===== src/rtl/ip6tap_pkg.sv =====
`default_nettype none
// ----------------------------------------------------------------------------
// ip6tap_pkg
// Shared types and character codes for the IPv6 text address parser.
// ----------------------------------------------------------------------------
package ip6tap_pkg;

   localparam logic [7:0] CH_NUL   = 8'h00;
   localparam logic [7:0] CH_COLON = 8'h3A;
   localparam logic [7:0] CH_DOT   = 8'h2E;

   localparam int unsigned NUM_GROUPS = 8;

   typedef enum logic [2:0] {
      PH_START,
      PH_LEAD,
      PH_HEX,
      PH_V4,
      PH_FAIL
   } phase_type;

   // Parser state as seen by the end-of-string logic.
   typedef struct packed {
      phase_type         phase;
      logic [7:0][15:0]  grp;
      logic [3:0]        cnt;
      logic [3:0]        gap_pos;
      logic              gap_seen;
      logic [15:0]       hex;
      logic              has_digit;
      logic              prev_colon;
      logic [1:0]        oct_idx;
      logic [7:0]        oct_val;
      logic              oct_has;
      logic [2:0][7:0]   v4b;
   } fin_state_type;

endpackage : ip6tap_pkg
`default_nettype wire


===== src/rtl/ipv6_text_address_parser_top.sv =====
`default_nettype none
// ----------------------------------------------------------------------------
// ipv6_text_address_parser_top
// Streaming IPv6 text address parser: one character in, one result per string.
// ----------------------------------------------------------------------------
// Feed the address text one character per req word; a zero character ends the
// string and produces exactly one rsp word carrying the ok flag on rsp_tuser
// and the 128-bit address on rsp_tdata (zero when not ok). Hex groups, one
// '::' gap and a dotted-quad IPv4 tail are handled; letters in either case.
// Rate: one character per clock, except for the stall described below. A
// character is registered in the input register when accepted and is folded
// into the parse state from there; the result is loaded into the output
// register when its terminating zero is folded in. The only stall is a
// terminating zero held in the input register while the previous result
// still waits in the output register. State returns to reset after every
// string; no clearing pass is needed.
// ----------------------------------------------------------------------------
module ipv6_text_address_parser_top
   import ip6tap_pkg::*;
(
   input  wire logic         clock,
   input  wire logic         reset,
   // request channel
   input  wire logic         req_tvalid,
   output logic              req_tready,
   input  wire logic [7:0]   req_tdata,   // [7:0] ch
   // response channel
   output logic              rsp_tvalid,
   input  wire logic         rsp_tready,
   output logic [127:0]      rsp_tdata,   // [63:0] addr_hi, [127:64] addr_lo
   output logic              rsp_tuser    // [0] ok
);

   // ---------------------------------------------------------------- input
   logic        in_vld_ff, in_vld_in;
   logic [7:0]  in_ch_ff;

   // ---------------------------------------------------------------- state
   phase_type        phase_ff, phase_in;
   logic [7:0][15:0] grp_ff;
   logic [3:0]       cnt_ff, cnt_in;
   logic [3:0]       gap_pos_ff, gap_pos_in;
   logic             gap_seen_ff, gap_seen_in;
   logic [15:0]      hex_ff, hex_in;
   logic [8:0]       dec_ff, dec_in;
   logic             letter_ff, letter_in;
   logic             digit_ff, digit_in;
   logic [1:0]       oct_idx_ff, oct_idx_in;
   logic [7:0]       oct_val_ff, oct_val_in;
   logic             oct_has_ff, oct_has_in;
   logic [2:0][7:0]  v4b_ff;
   logic             prev_colon_ff, prev_colon_in;

   logic             grp_we;
   logic             v4b_we;

   // ---------------------------------------------------------------- output
   logic             out_vld_ff, out_vld_in;
   logic [127:0]     out_data_ff;
   logic             out_ok_ff;

   // ---------------------------------------------------------------- decode
   logic        is_nul, is_colon, is_dot;
   logic        d_valid, is_dec;
   logic [3:0]  d_val;
   logic [12:0] dec_mul;
   logic [11:0] oct_mul;
   logic        hex_ok, v4_ok;
   logic        run_hex, run_v4, good;
   logic        proc, out_free;

   fin_state_type fin_st;
   logic          fin_ok;
   logic [63:0]   fin_hi, fin_lo;

   function automatic logic [4:0] hex_digit(input logic [7:0] c);
      logic [4:0] r;
      r = 5'd0;
      if ((c >= "0") && (c <= "9")) begin
         r = {1'b1, 4'(c - "0")};
      end else if ((c >= "a") && (c <= "f")) begin
         r = {1'b1, 4'(c - "a" + 8'd10)};
      end else if ((c >= "A") && (c <= "F")) begin
         r = {1'b1, 4'(c - "A" + 8'd10)};
      end
      return r;
   endfunction

   // Advance the input word when it can be folded in; a zero must find room.
   assign out_free   = !out_vld_ff || rsp_tready;
   assign is_nul     = (in_ch_ff == CH_NUL);
   assign proc       = in_vld_ff && (!is_nul || out_free);
   assign req_tready = !in_vld_ff || proc;

   assign is_colon = (in_ch_ff == CH_COLON);
   assign is_dot   = (in_ch_ff == CH_DOT);
   assign {d_valid, d_val} = hex_digit(in_ch_ff);
   assign is_dec   = d_valid && (d_val < 4'd10);

   assign dec_mul = 13'(dec_ff) * 13'd10 + 13'(d_val);
   assign oct_mul = 12'(oct_val_ff) * 12'd10 + 12'(d_val);

   // Whether a character is legal in the hex and in the IPv4 part.
   always_comb begin
      if (d_valid) begin
         hex_ok = (hex_ff[15:12] == 4'd0);
      end else if (is_colon) begin
         hex_ok = digit_ff ? (cnt_ff < 4'd8) : !gap_seen_ff;
      end else if (is_dot) begin
         hex_ok = (cnt_ff <= 4'd6) && digit_ff && !letter_ff && (dec_ff <= 9'd255);
      end else begin
         hex_ok = 1'b0;
      end

      if (is_dec) begin
         v4_ok = (oct_mul <= 12'd255);
      end else if (is_dot) begin
         v4_ok = oct_has_ff && (oct_idx_ff < 2'd3);
      end else begin
         v4_ok = 1'b0;
      end
   end

   // Phase outputs: which sub-parser runs and whether the character is good.
   always_comb begin
      run_hex = 1'b0;
      run_v4  = 1'b0;
      good    = 1'b0;
      unique case (phase_ff)
         PH_START: begin
            run_hex = !is_colon;
            good    = is_colon || hex_ok;
         end
         PH_LEAD: begin
            run_hex = is_colon;
            good    = is_colon && hex_ok;
         end
         PH_HEX: begin
            run_hex = 1'b1;
            good    = hex_ok;
         end
         PH_V4: begin
            run_v4 = 1'b1;
            good   = v4_ok;
         end
         default: begin
            good = 1'b0;
         end
      endcase
   end

   // Phase next state.
   always_comb begin
      phase_in = phase_ff;
      if (proc) begin
         if (is_nul) begin
            phase_in = PH_START;
         end else if (!good) begin
            phase_in = PH_FAIL;
         end else if (run_hex && is_dot) begin
            phase_in = PH_V4;
         end else if ((phase_ff == PH_START) && is_colon) begin
            phase_in = PH_LEAD;
         end else if ((phase_ff == PH_START) || (phase_ff == PH_LEAD)) begin
            phase_in = PH_HEX;
         end
      end
   end

   // Token, group and octet updates; a bad character changes only phase and prev_colon.
   always_comb begin
      cnt_in        = cnt_ff;
      gap_pos_in    = gap_pos_ff;
      gap_seen_in   = gap_seen_ff;
      hex_in        = hex_ff;
      dec_in        = dec_ff;
      letter_in     = letter_ff;
      digit_in      = digit_ff;
      oct_idx_in    = oct_idx_ff;
      oct_val_in    = oct_val_ff;
      oct_has_in    = oct_has_ff;
      prev_colon_in = prev_colon_ff;
      grp_we        = 1'b0;
      v4b_we        = 1'b0;
      if (proc) begin
         if (is_nul) begin
            cnt_in        = 4'd0;
            gap_pos_in    = 4'd0;
            gap_seen_in   = 1'b0;
            hex_in        = 16'd0;
            dec_in        = 9'd0;
            letter_in     = 1'b0;
            digit_in      = 1'b0;
            oct_idx_in    = 2'd0;
            oct_val_in    = 8'd0;
            oct_has_in    = 1'b0;
            prev_colon_in = 1'b0;
         end else begin
            prev_colon_in = 1'b0;
            if (good && run_hex) begin
               if (d_valid) begin
                  hex_in   = {hex_ff[11:0], d_val};
                  digit_in = 1'b1;
                  if (is_dec) begin
                     dec_in = (dec_mul > 13'd255) ? 9'd256 : dec_mul[8:0];
                  end else begin
                     letter_in = 1'b1;
                  end
               end else if (is_colon) begin
                  hex_in    = 16'd0;
                  dec_in    = 9'd0;
                  letter_in = 1'b0;
                  digit_in  = 1'b0;
                  if (digit_ff) begin
                     grp_we        = 1'b1;
                     cnt_in        = cnt_ff + 4'd1;
                     prev_colon_in = 1'b1;
                  end else begin
                     gap_seen_in = 1'b1;
                     gap_pos_in  = cnt_ff;
                  end
               end else begin
                  // dot: first octet is the token read as decimal
                  oct_idx_in = 2'd1;
                  oct_val_in = 8'd0;
                  oct_has_in = 1'b0;
               end
            end else if (good && run_v4) begin
               if (is_dec) begin
                  oct_val_in = oct_mul[7:0];
                  oct_has_in = 1'b1;
               end else begin
                  v4b_we     = 1'b1;
                  oct_idx_in = oct_idx_ff + 2'd1;
                  oct_val_in = 8'd0;
                  oct_has_in = 1'b0;
               end
            end
         end
      end
   end

   // End-of-string check and gap expansion.
   always_comb begin
      fin_st.phase      = phase_ff;
      fin_st.grp        = grp_ff;
      fin_st.cnt        = cnt_ff;
      fin_st.gap_pos    = gap_pos_ff;
      fin_st.gap_seen   = gap_seen_ff;
      fin_st.hex        = hex_ff;
      fin_st.has_digit  = digit_ff;
      fin_st.prev_colon = prev_colon_ff;
      fin_st.oct_idx    = oct_idx_ff;
      fin_st.oct_val    = oct_val_ff;
      fin_st.oct_has    = oct_has_ff;
      fin_st.v4b        = v4b_ff;
   end

   ip6tap_finish u_finish (
      .st      (fin_st),
      .ok      (fin_ok),
      .addr_hi (fin_hi),
      .addr_lo (fin_lo)
   );

   // Hold the result until taken; load when a terminating zero is folded in.
   always_comb begin
      out_vld_in = out_vld_ff;
      if (proc && is_nul) begin
         out_vld_in = 1'b1;
      end else if (rsp_tready) begin
         out_vld_in = 1'b0;
      end
   end

   always_comb begin
      in_vld_in = in_vld_ff;
      if (req_tvalid && req_tready) begin
         in_vld_in = 1'b1;
      end else if (proc) begin
         in_vld_in = 1'b0;
      end
   end

   // ---------------------------------------------------------------- control regs
   always_ff @(posedge clock) begin
      if (reset) begin
         in_vld_ff     <= 1'b0;
         out_vld_ff    <= 1'b0;
         phase_ff      <= PH_START;
         cnt_ff        <= 4'd0;
         gap_pos_ff    <= 4'd0;
         gap_seen_ff   <= 1'b0;
         hex_ff        <= 16'd0;
         dec_ff        <= 9'd0;
         letter_ff     <= 1'b0;
         digit_ff      <= 1'b0;
         oct_idx_ff    <= 2'd0;
         oct_val_ff    <= 8'd0;
         oct_has_ff    <= 1'b0;
         prev_colon_ff <= 1'b0;
      end else begin
         in_vld_ff     <= in_vld_in;
         out_vld_ff    <= out_vld_in;
         phase_ff      <= phase_in;
         cnt_ff        <= cnt_in;
         gap_pos_ff    <= gap_pos_in;
         gap_seen_ff   <= gap_seen_in;
         hex_ff        <= hex_in;
         dec_ff        <= dec_in;
         letter_ff     <= letter_in;
         digit_ff      <= digit_in;
         oct_idx_ff    <= oct_idx_in;
         oct_val_ff    <= oct_val_in;
         oct_has_ff    <= oct_has_in;
         prev_colon_ff <= prev_colon_in;
      end
   end

   // ---------------------------------------------------------------- payload regs
   // Group and octet stores are only read at entries written in this string.
   always_ff @(posedge clock) begin
      if (req_tvalid && req_tready) begin
         in_ch_ff <= req_tdata;
      end
      if (grp_we) begin
         grp_ff[cnt_ff[2:0]] <= hex_ff;
      end
      if (proc && !is_nul && good && run_hex && is_dot) begin
         v4b_ff[0] <= dec_ff[7:0];
      end
      if (v4b_we) begin
         v4b_ff[oct_idx_ff] <= oct_val_ff;
      end
      if (proc && is_nul) begin
         out_ok_ff   <= fin_ok;
         out_data_ff <= {fin_lo, fin_hi};
      end
   end

   assign rsp_tvalid = out_vld_ff;
   assign rsp_tdata  = out_data_ff;
   assign rsp_tuser  = out_ok_ff;

   // ---------------------------------------------------------------- assertions
   a_notok_zero : assert property (@(posedge clock) disable iff (reset)
      (rsp_tvalid && !rsp_tuser) |-> (rsp_tdata == 128'd0))
      else $error("rejected address carries nonzero data");

   a_clear_after_nul : assert property (@(posedge clock) disable iff (reset)
      (proc && is_nul) |=> ((phase_ff == PH_START) && (cnt_ff == 4'd0) && !gap_seen_ff))
      else $error("parse state not cleared after end of string");

   a_count_gap : assert property (@(posedge clock) disable iff (reset)
      (cnt_ff <= 4'd8) && (!gap_seen_ff || (gap_pos_ff <= cnt_ff)))
      else $error("group count or gap position out of range");

   a_v4_room : assert property (@(posedge clock) disable iff (reset)
      (phase_ff == PH_V4) |-> ((cnt_ff <= 4'd6) && (oct_idx_ff != 2'd0)))
      else $error("IPv4 tail entered without room or octet index");

endmodule : ipv6_text_address_parser_top
`default_nettype wire


===== src/rtl/ip6tap_finish.sv =====
`default_nettype none
// ----------------------------------------------------------------------------
// ip6tap_finish
// Closes a string: pushes the last token, checks lengths, expands the gap.
// ----------------------------------------------------------------------------
module ip6tap_finish
   import ip6tap_pkg::*;
(
   input  fin_state_type st,
   output logic          ok,
   output logic [63:0]   addr_hi,
   output logic [63:0]   addr_lo
);

   logic             push1;
   logic             push2;
   logic [15:0]      p1;
   logic [15:0]      p2;
   logic             fail_ph;
   logic             fail_len;
   logic [3:0]       n;
   logic [3:0]       tail;
   logic [7:0][15:0] eg;
   logic [7:0][15:0] g;

   // Close the open token or the IPv4 tail.
   always_comb begin
      push1   = 1'b0;
      push2   = 1'b0;
      p1      = st.hex;
      p2      = {st.v4b[2], st.oct_val};
      fail_ph = 1'b0;
      unique case (st.phase) inside
         PH_V4: begin
            fail_ph = !st.oct_has || (st.oct_idx != 2'd3) || (st.cnt > 4'd6);
            push1   = 1'b1;
            push2   = 1'b1;
            p1      = {st.v4b[0], st.v4b[1]};
         end
         PH_START, PH_HEX: begin
            fail_ph = st.prev_colon || (st.has_digit && (st.cnt >= 4'd8));
            push1   = st.has_digit;
         end
         default: begin
            fail_ph = 1'b1;
         end
      endcase
   end

   assign n    = st.cnt + {3'd0, push1} + {3'd0, push2};
   assign tail = n - st.gap_pos;

   always_comb begin
      for (int i = 0; i < NUM_GROUPS; i++) begin
         eg[i] = st.grp[i];
         if (push1 && (4'(i) == st.cnt)) begin
            eg[i] = p1;
         end
         if (push2 && (4'(i) == (st.cnt + 4'd1))) begin
            eg[i] = p2;
         end
      end
   end

   assign fail_len = st.gap_seen ? ((n >= 4'd8) || (st.gap_pos > n)) : (n != 4'd8);

   // Head groups stay, tail groups slide to the end, the gap reads zero.
   always_comb begin
      logic [2:0] idx;
      idx = 3'd0;
      for (int i = 0; i < NUM_GROUPS; i++) begin
         idx = 3'(i) + n[2:0];
         if (!st.gap_seen || (4'(i) < st.gap_pos)) begin
            g[i] = eg[i];
         end else if ((5'(i) + {1'b0, tail}) >= 5'd8) begin
            g[i] = eg[idx];
         end else begin
            g[i] = 16'd0;
         end
      end
   end

   assign ok      = !fail_ph && !fail_len;
   assign addr_hi = ok ? {g[0], g[1], g[2], g[3]} : 64'd0;
   assign addr_lo = ok ? {g[4], g[5], g[6], g[7]} : 64'd0;

endmodule : ip6tap_finish
`default_nettype wire


===== config.mk =====
export PLATFORM = sky130hd
export DESIGN_NAME = ipv6_text_address_parser_top
export DESIGN_NICKNAME = d
export VERILOG_FILES = /design/src/rtl/ip6tap_pkg.sv /design/src/rtl/ipv6_text_address_parser_top.sv /design/src/rtl/ip6tap_finish.sv
export SDC_FILE = /design/constraint.sdc
export NUM_CORES = 1
export LEC_CHECK = 0
export ABC_CLOCK_PERIOD_IN_PS = 10250
export BUFFER_PORTS_ARGS = -buffer_cell sky130_fd_sc_hd__buf_4
export CORE_MARGIN = 2
export CORE_UTILIZATION = 62
export DETAILED_ROUTE_END_ITERATION = 16
export PLACE_DENSITY = 0.8
export RECOVER_POWER = 25
export SETUP_SLACK_MARGIN = 0.1
export SYNTH_ARGS = -nofsm -noshare
export SYNTH_HDL_FRONTEND = slang
export SYNTH_SLANG_ARGS = --single-unit

===== constraint.sdc =====
create_clock -name clock -period 10.25 [get_ports clock]
set_clock_uncertainty 0.1 [all_clocks]
set_input_delay 1.025 -clock clock [delete_from_list [all_inputs] [get_ports clock]]
set_output_delay 1.025 -clock clock [all_outputs]
set_load 0.01 [all_outputs]

Word level (Yosys, flattened, before mapping)
Index checks and enable logic that the tools add are counted.
W data, S select, Z words.
{"block": "classes", "n_eq_ne": 29, "mux": 143, "multipliers": 2, "n_addsub": 26, "reduce_logical": 87, "order_cmp": 45}
{"cell": "$mux W16", "n": 46}
{"cell": "$bmux W16 S3", "n": 8}
{"cell": "$bwmux W128", "n": 1}
{"cell": "$mux W8", "n": 9}
{"cell": "$mux W9", "n": 6}
{"cell": "$demux W16 S3", "n": 1}
{"cell": "$mux W1", "n": 42}
{"cell": "$logic_and A1 B1 Y1", "n": 40}
{"cell": "$mux W4", "n": 10}
{"cell": "$lt A3 B4 Y1 const B", "n": 9}
{"cell": "$ge A5 B4 Y1 const B", "n": 7}
{"cell": "$eq A3 B4 Y1 const A", "n": 8}
{"cell": "$bwmux W24", "n": 1}
{"cell": "$add A3 B4 Y5 const A", "n": 4}
{"cell": "$logic_or A1 B1 Y1", "n": 17}
{"cell": "$demux W8 S2", "n": 1}
{"cell": "$eq A2 B4 Y1 const A", "n": 4}
{"cell": "$eq A8 B6 Y1 const B", "n": 2}
{"cell": "$ge A8 B7 Y1 const B", "n": 2}
{"cell": "$le A8 B7 Y1 const B", "n": 2}
{"cell": "$lt A3 B4 Y1 const A", "n": 4}
{"cell": "$mux W3", "n": 5}
{"cell": "$mux W5", "n": 3}
{"cell": "$reduce_and A5 Y1", "n": 3}
{"cell": "other kinds (54)", "n": 97}
{"block": "word_totals", "input_bits": 12, "output_inout_bits": 131, "reg_bits": 342, "word_cells": 360}

Longest topological paths before layout
Gate-level depths: netlist of the first run.
{"block": "depth", "word_depth": 15, "ltp_mapped": 21}

By module
A second synthesis of the first run with hierarchy kept.
{"block": "unflattened", "cells_unflattened": 2633, "hier_area_um2": 25263.0}
{"module": "ipv6_text_address_parser_top", "instances": 1, "seq_area_each_um2": 9659.3, "cells_per_inst": 804, "area_each_um2": 12817.3}
{"module": "ip6tap_finish", "instances": 1, "seq_area_each_um2": 0.0, "cells_per_inst": 1829, "area_each_um2": 12445.7}

Worst setup path before layout of the first run
OpenSTA, ideal clock, no wires.
{"block": "synth_timing", "kind": "in2reg", "start": "input port rsp_tready", "end": "register out_data_ff[0] (netlist: rsp_tdata[0]), enable pin", "path_buffers": 1, "cell_stages": 4, "t_required_ps": 9531, "arrival_ps": 6836, "slack_ps": 2695, "cell_sequence": "nand2b_1 > o21ai_0 > clkbuf_1 > nor2_1"}
{"block": "synth_between", "elab_chain_cells": 4}
{"item": "from (decl)", "line": "ipv6_text_address_parser_top.sv:29", "text": "input wire logic rsp_tready,"}
{"item": "$logic_or A1 B1 Y1", "line": "ipv6_text_address_parser_top.sv:90", "text": "assign out_free = !out_vld_ff || rsp_tready;"}
{"item": "$logic_or A1 B1 Y1", "line": "ipv6_text_address_parser_top.sv:92", "text": "assign proc = in_vld_ff && (!is_nul || out_free);"}
{"item": "$logic_and A1 B1 Y1", "line": "ipv6_text_address_parser_top.sv:92"}
{"item": "$logic_and A1 B1 Y1", "line": "ipv6_text_address_parser_top.sv:335", "text": "if (proc && is_nul) begin"}
{"item": "to (signal assigned)", "line": "ipv6_text_address_parser_top.sv:337", "text": "out_data_ff <= {fin_lo, fin_hi};"}
{"item": "to (decl)", "line": "ipv6_text_address_parser_top.sv:59", "text": "logic [127:0] out_data_ff;"}
Every way passes these cells.
A chain may end at the register's enable or synchronous reset.

Worst setup path in the final report of the first run
{"block": "layout_timing", "start": "register phase_ff[0]", "end": "register out_data_ff[88] (netlist: rsp_tdata[88]), data pin"}
{"block": "layout_between", "elab_chain_cells": 10, "elab_cells_between_ends": 58, "cone_classes": "add/sub: 5; order compare: 3; eq/ne: 3; mux: 25; reduce/logical: 22"}
{"item": "from (decl)", "line": "ipv6_text_address_parser_top.sv:39", "text": "phase_type phase_ff, phase_in;"}
{"item": "from (signal assigned)", "line": "ipv6_text_address_parser_top.sv:305", "text": "phase_ff <= phase_in;"}
{"item": "$eq A3 B2 Y1 (no line) or $logic_not A3 Y1 (tied branches)"}
{"item": "$reduce_or A2 Y1", "line": "ip6tap_finish.sv:33", "text": "unique case (st.phase) inside"}
{"item": "$pmux W1 S2", "line": "ip6tap_finish.sv:33"}
{"item": "$add A4 B1 Y4 or $logic_and A1 B1 Y1 (tied branches)", "line": "ip6tap_finish.sv:50, ip6tap_finish.sv:56"}
{"item": "$add A4 B1 Y4 or $mux W16 (tied branches)", "line": "ip6tap_finish.sv:50, ip6tap_finish.sv:56"}
{"item": "$sub A4 B4 Y4 (tied with other cells)", "line": "ip6tap_finish.sv:51", "text": "assign tail = n - st.gap_pos;"}
{"item": "$add A3 B4 Y5 (tied with other cells)", "line": "ip6tap_finish.sv:75", "text": "end else if ((5'(i) + {1'b0, tail}) >= 5'd8) begin"}
{"item": "$ge A5 B4 Y1 (tied with other cells)", "line": "ip6tap_finish.sv:75"}
{"item": "$mux W16 or $logic_not A1 Y1 (tied branches)", "line": "ip6tap_finish.sv:75, ip6tap_finish.sv:83"}
{"item": "$mux W16 or $logic_and A1 B1 Y1 (tied branches)", "line": "ip6tap_finish.sv:73, ip6tap_finish.sv:83"}
Parallel ways exist; a longest one is shown, timed or not. The select of a mux whose other input is x is not followed.

==> impl_metrics.csv, run 1 <==
group,metric,value,unit
outcome,outcome,"finished clean",
grt,grt_pass1_vias,17480,
route,viasPerCell,7.01,
placement,place_area,23100,um^2
route,first_iter_violations,3207,
synthesis,yosysMostFrequentCell,"edfxtp_1",
route,drtAntennaViolNets,0,
run,maxCapViolations,0,
synthesis,synth_common_cells,"edfxtp_1, nand2_1, nor2_1, mux2i_1, o21ai_0",
timing,worst_slew_pin_slew,1.30,ns
placement,gp_congestion,0.947,
synthesis,syn_avg_cell_area,10.2,um^2
timing,fin_crit_sh,65.9,%
placement,dp_hpwl,51.4,mm
timing,max_slew_margin,13.3,%
synthesis,async_flop_share,0,%
placement,port_buffers,142,
timing,post-route-min-period,6.76,ns
clock_network,cts_buffer_depth,3,
worst_setup_path,critPathCaptureType,"flop",
synthesis,ys_ff_latch,342,
worst_setup_path,startpoint_type,"flop",
timing,hold_viol_final,0,
synthesis,yosys.area.top_type,"edfxtp_1",
worst_setup_path,critical_path_class,"flop to flop",
synthesis,synth_area,21800,um^2
clock_network,cts-root-buf,"clkbuf_16",
clock_network,clock_sinks,342,
clock_network,htreeDepth,2,
layout,multi_input_area,11100,um^2
layout,diodes,0,
die,die_area,36600,um^2
clock_network,clkTransAtPathRegs,0.06,ns
die,die_w,191,um
synthesis,synthesis.nets,2203,
timing,whs,0.399,ns
clock_network,cts_resized,0,
route,drc,0,
worst_setup_path,cp.arrival,7.05,ns
layout,nets,2263,
timing,setup_tns,0,ns
synthesis,ys_seq_area_share,44.4,%
layout,nFillCells,2637,
layout,syn_to_final_growth,11.2,%
synthesis,synth_edf_count,281,
min_path,min_path_type,"flop to flop",
route,wl_per_cell,26.3,um
grt,grt_max_degree,83,
grt,grt_overflow,0,
grt,grt_first_pass_wirelength,106,mm
route,vias,18769,
clock_network,cts_tree,"yes",
power,powerDensity,122,nW/um^2
worst_setup_path,cp_data_required_time,10.54,ns
synthesis,yosysUniqueCellTypes,88,
die,ios,143,
layout,drive_gt1_share,16.7,%
route,drt-total-wl,70.3,mm
timing,clock.fmax,148,MHz
synthesis,synthCells,2134,
power,leakage,8.66,nW
synthesis,ys_warn_count,0,
timing,drv_slew,0,
die,die_y,191,um
worst_setup_path,cp_max_fo,41,
route,drt-pass1-iter-count,8,
clock_network,clock_latency,0.57,ns
die,start_util,63.0,%
layout,register_area,9660,um^2
layout,final_area,24200,um^2
timing,setup_viol_count_final,0,
timing,rsz0062_at_grt,"false",
clock_network,post_cts_buffers,0,
die,core,34500,um^2
synthesis,synth-main-ff-cell,"edfxtp_1",
clock_network,cts_hold_buf,0,
synthesis,yosys-top-cells-area,"edfxtp_1, mux2i_1, dfxtp_1",
synthesis,yosysTopAreaCellShare,38.8,%
grt,antenna_found_initial,0,
power,power,0.00296,W
clock_network,numCtsBuffers,37,
die,rows,68,
grt,grtUsageTotal,38.3,%
power,vdd_drop_max,0.139,mV
flip-flops by register name, indices dropped and copies added, names as in the netlist, 2 cells and up:
| register | count |
|---|---|
| rsp_tdata | 128 |
| phase_ff | 3 |
| fin_st | 152 |
| hex_ff | 16 |
| oct_val_ff | 8 |
| cnt_ff | 4 |
| gap_pos_ff | 4 |
| dec_ff | 9 |
| in_ch_ff | 8 |
| oct_idx_ff | 2 |
final cells by class:
cell class / count / area share [%]
multi-input combinational: 1537 / 45.9
sequential: 342 / 39.9
timing repair buffer: 184 / 5.18
clock buffer: 46 / 4.13
tap: 455 / 2.35
inverter: 92 / 1.43
clock inverter: 21 / 1.09
metrics by stage:
stage / worst slack (ns) / std cells / utilization (%)
2_1_floorplan: 2.69 / 2134 / -
3_3_place_gp: 3.82 / 2610 / 66.8
3_5_place_dp: 3.65 / 2610 / 66.8
4_1_cts: 3.60 / 2677 / 70.5
5_1_grt: 3.10 / 2677 / 70.1
6_report: 3.49 / 2677 / 70.1
logic make-up after synthesis:
logic type / count (synthesis) / synth area share, %
compound gates: 626 / 19.6
simple gates: 567 / 12.1
flops: 342 / 44.4
mux: 262 / 14.4
buf+inv: 255 / 5.03
fa+ha+maj: 61 / 3.67
xor+xnor: 21 / 0.845
metal layers:
layer,vias up,global-route usage (%),part of all wire (%)
met2,1512,56.1,43
met4,0,9.88,2.4
met1,8877,55.7,41
met5,-,0,0
li1,8215,-,-
met3,165,11.1,14
critical path: stages, from the launching register on:
cell and delay, ns:
dfxtp_1 0.63, and3b_2 0.26, buf_4 0.48, inv_2 0.27
fa_4 0.97, ha_1 0.33, fa_1 0.40, nand2b_1 0.15
a21boi_0 0.17, o211ai_1 0.11, a211oi_2 0.92, o2111ai_1 0.30
nor2_1 1.01, a22oi_1 0.25, o211ai_1 0.19
path summary, 6_finish.rpt:
check	start	end	slack (ns)	depth (start not counted)
setup / recovery	phase_ff[0]$_SDFFE_PP0P_	rsp_tdata[88]$_SDFFCE_PN0P_	3.49	14
hold / removal	prev_colon_ff$_SDFFE_PP0P_	prev_colon_ff$_SDFFE_PP0P_	0.40	2
setup reg to reg	phase_ff[0]$_SDFFE_PP0P_	rsp_tdata[88]$_SDFFCE_PN0P_	3.49	14
hold reg to reg	prev_colon_ff$_SDFFE_PP0P_	prev_colon_ff$_SDFFE_PP0P_	0.40	2
power breakdown:
group          internal (W)   total, W  switching, W  leakage [nW]
clock network      0.000827    0.00142      0.000589         0.612
logic             0.0000171  0.0000475     0.0000305          4.98
registers           0.00149    0.00149    0.00000639          3.07
layout by cell type (no fill, tap or decap), types with 11 or more instances in the layout:
cell type,count
o21ai_0,144
nand3_1,13
mux4_2,32
buf_4,142
clkbuf_16,38
a222oi_1,32
nand2_1,241
o211ai_1,35
clkbuf_1,40
nand2b_1,15
edfxtp_1,281
inv_1,87
a21oi_1,126
a22o_1,16
nor2b_1,12
dfxtp_1,61
a211oi_1,53
a22oi_1,66
mux2i_1,161
ha_1,51
and2_1,12
nor2_1,176
a21o_1,11
a221oi_1,49
o22ai_1,40
nor3_1,12
xnor2_1,13
mux2_2,66
(Power assumes the default switching activity.)
==> run 2, diff against run 1 <==
Settings changed: ABC_AREA from default to 1, ABC_CLOCK_PERIOD_IN_PS 10250 to 5650, CORE_UTILIZATION 62 to 56, PLACE_DENSITY 0.8 to 0.76.
Clock period 10.25 ns to 5.65 ns, I/O delays scaled along.
==> impl_metrics.csv, run 2 <==
group,metric,value,unit
power,p_seq_share,50.7,%
clock_network,clock_latency,0.56,ns
timing,clock.fmax,194,MHz
worst_setup_path,crit_path_start,"phase_ff[0]$_SDFFE_PP0P_",
timing,post-route-min-period,5.17,ns
power,power.share.clock,47.5,%
clock_network,clock_sinks,342,
timing,rsz0062_at_grt,"false",
synthesis,synthesis.nets,2878,
synthesis,synthCells,2809,
placement,gp_congestion,1.13,
worst_setup_path,startpoint_type,"flop",
route,drt-total-wl,91.2,mm
synthesis,yosysMostFrequentCell,"nand2_1",
layout,nFillCells,3322,
layout,syn_to_final_growth,15.3,%
timing,setup_tns,0,ns
worst_setup_path,cp_data_required_time,5.83,ns
timing,whs,0.0994,ns
timing,hold_viol_final,0,
timing,max_slew_margin,16.0,%
grt,grtUsageTotal,44.4,%
clock_network,htreeDepth,2,
route,vias,22240,
worst_setup_path,r2r_start,"phase_ff[0]$_SDFFE_PP0P_",
grt,grt_max_degree,71,
power,vdd_drop_max,0.432,mV
clock_network,cts_hold_buf,0,
clock_network,cts_buffer_depth,3,
power,leakage,11.2,nW
die,ios,143,
layout,final_area,25300,um^2
clock_network,cts_tree,"yes",
power,p_int,0.00423,W
die,start_util,56.8,%
timing,setup_viol_count_final,0,
placement,port_buffers,142,
placement,place_area,24200,um^2
route,drt-pass1-iter-count,7,
layout,nets,3037,
die,die_w,202,um
route,drtAntennaViolNets,0,
timing,worst_slew_pin_slew,1.25,ns
worst_setup_path,reg2reg_slack,0.48,ns
worst_setup_path,cp.arrival,5.35,ns
min_path,hp-start,"req_tdata[3]",
synthesis,synth_edf_count,281,
grt,grt_pass1_vias,20129,
synthesis,yosysUniqueCellTypes,55,
die,rows,72,
clock_network,clkTransAtPathRegs,0.06,ns
synthesis,async_flop_share,0,%
route,first_iter_violations,3942,
layout,post-route-util,65.4,%
synthesis,ys_warn_count,0,
clock_network,numCtsBuffers,37,
route,viasPerCell,6.33,
worst_setup_path,cp_max_fo,31,
run,maxCapViolations,0,
placement,dp_hpwl,67.9,mm
clock_network,post_cts_buffers,0,
synthesis,syn_avg_cell_area,7.81,um^2
worst_setup_path,worstRegToRegCells,17,
power,p_switching,0.00111,W
grt,grt_overflow,0,
outcome,outcome,"finished clean",
die,die_y,202,um
layout,largest_reg_flops,152,
synthesis,synth_area,21900,um^2
timing,fin_crit_sh,91.5,%
synthesis,synth_common_cells,"nand2_1, o21ai_0, edfxtp_1, a21oi_1, nand3_1",
synthesis,yosys.area.top_type,"edfxtp_1",
die,die_area,40800,um^2
grt,grt_first_pass_wirelength,133,mm
timing,drv_slew,0,
synthesis,ys_ff_latch,342,
worst_setup_path,worstReg2RegEnd,"rsp_tdata[66]$_SDFFCE_PN0P_",
synthesis,ys_seq_area_share,44.0,%
synthesis,synth-main-ff-cell,"edfxtp_1",
layout,layout_commonest_cell,"nand2_1",
synthesis,yosysTopAreaCellShare,38.5,%
layout,multi_input_area,11200,um^2
worst_setup_path,critical_path_class,"flop to flop",
synthesis,yosys-top-cells-area,"edfxtp_1, nand2_1, o21ai_0",
clock_network,cts_resized,0,
power,switching_share,20.9,%
layout,drive_gt1_share,13.0,%
clock_network,cts-root-buf,"clkbuf_16",
worst_setup_path,endpoint,"rsp_tdata[66]$_SDFFCE_PN0P_",
route,wl_per_cell,26.0,um
worst_setup_path,critPathCaptureType,"flop",
power,power_frac_comb,1.9,%
min_path,min_path_type,"input pin to flop",
die,core,38600,um^2
power,powerDensity,211,nW/um^2
route,drc,0,
layout,final_cell_mix,"nand2_1, o21ai_0, edfxtp_1, buf_4, a21oi_1",
grt,antenna_found_initial,2,
layout,register_area,9660,um^2
-- run 2: cell count changes in the layout (fill, tap and decap cells not counted), moves of 62 or more --
cell,before,now
nand2_1,241,1013
o21ai_0,144,350
nand3_1,13,160
nor2_1,176,67
buf_4,142,233
a22oi_1,66,0
mux2_2,66,0
a21oi_1,126,188
-- run 2: worst min path at each step --
stage	to	slack (ns)	depth (start not counted)
global route	in_ch_ff[5]$_DFFE_PP_	0.09	1
finish	in_ch_ff[3]$_DFFE_PP_	0.1	1
global placement	letter_ff$_SDFFE_PP0P_	0.35	2
detailed placement	prev_colon_ff$_SDFFE_PP0P_	0.38	2
floorplan	letter_ff$_SDFFE_PP0P_	0.34	2
CTS	in_ch_ff[5]$_DFFE_PP_	0.07	1
-- run 2: per-stage QoR --
stage               power (W)  instances  setup slack [ns]
detailed placement    0.00286       3446             0.912
global route          0.00545       3513             0.318
global placement      0.00285       3446              1.03
finish                0.00534       3514             0.483
floorplan             0.00283       2809             0.646
CTS                   0.00534       3511             0.826
-- run 2: per-layer routing --
metal	part of all wire [%]	routed length, um	GRT usage, %
met1	37	33500	60.0
met2	42	37900	65.2
met3	14	13100	10.8
met4	7.4	6720	25.9
met5	0	0	0
-- run 2: layout make-up --
type                       count  area share (%)
inverter                     139            2.08
clock inverter                22            1.13
tap                          518            2.56
sequential                   342            38.2
clock buffer                  43            3.79
multi-input combinational   2166            44.2
antenna                        2          0.0198
timing repair buffer         282            8.00
-- run 2: cell families (layout without fill, tap and decap cells) --
group           count (synthesis)  after routing  share of synthesized area, %
other cells                     0              2                             0
buf+inv                       301            486                          5.24
simple gates                 1338           1338                          25.6
flops                         342            342                          44.0
xor+xnor                       22             22                         0.913
fa+ha+maj                      57             57                          3.46
compound gates                629            629                          15.3
mux                           120            120                          5.48
-- run 2: power groups by stage --
stage          Clock (W)  Combinational, W  Sequential [W]
6_report         0.00254          0.000100         0.00271
4_1_cts          0.00254         0.0000984         0.00271
3_5_place_dp           0         0.0000976         0.00276
2_1_floorplan          0         0.0000701         0.00276
3_3_place_gp           0         0.0000946         0.00276
5_1_grt          0.00264          0.000109         0.00271
-- run 2: worst max-delay path: stages, from the launching register on --
cell and delay (ns):
dfxtp_1 0.34, nor2_1 0.25, inv_2 0.09, o21ai_4 0.27, inv_1 0.10, fa_4 0.43, inv_1 0.08, ha_1 0.18
inv_1 0.06, buf_4 0.22, fa_1 0.46, xnor2_1 0.16, nor2_1 0.28, inv_1 0.09, o21ai_0 0.80, inv_1 0.62
nand3_1 0.25, a21oi_1 0.09
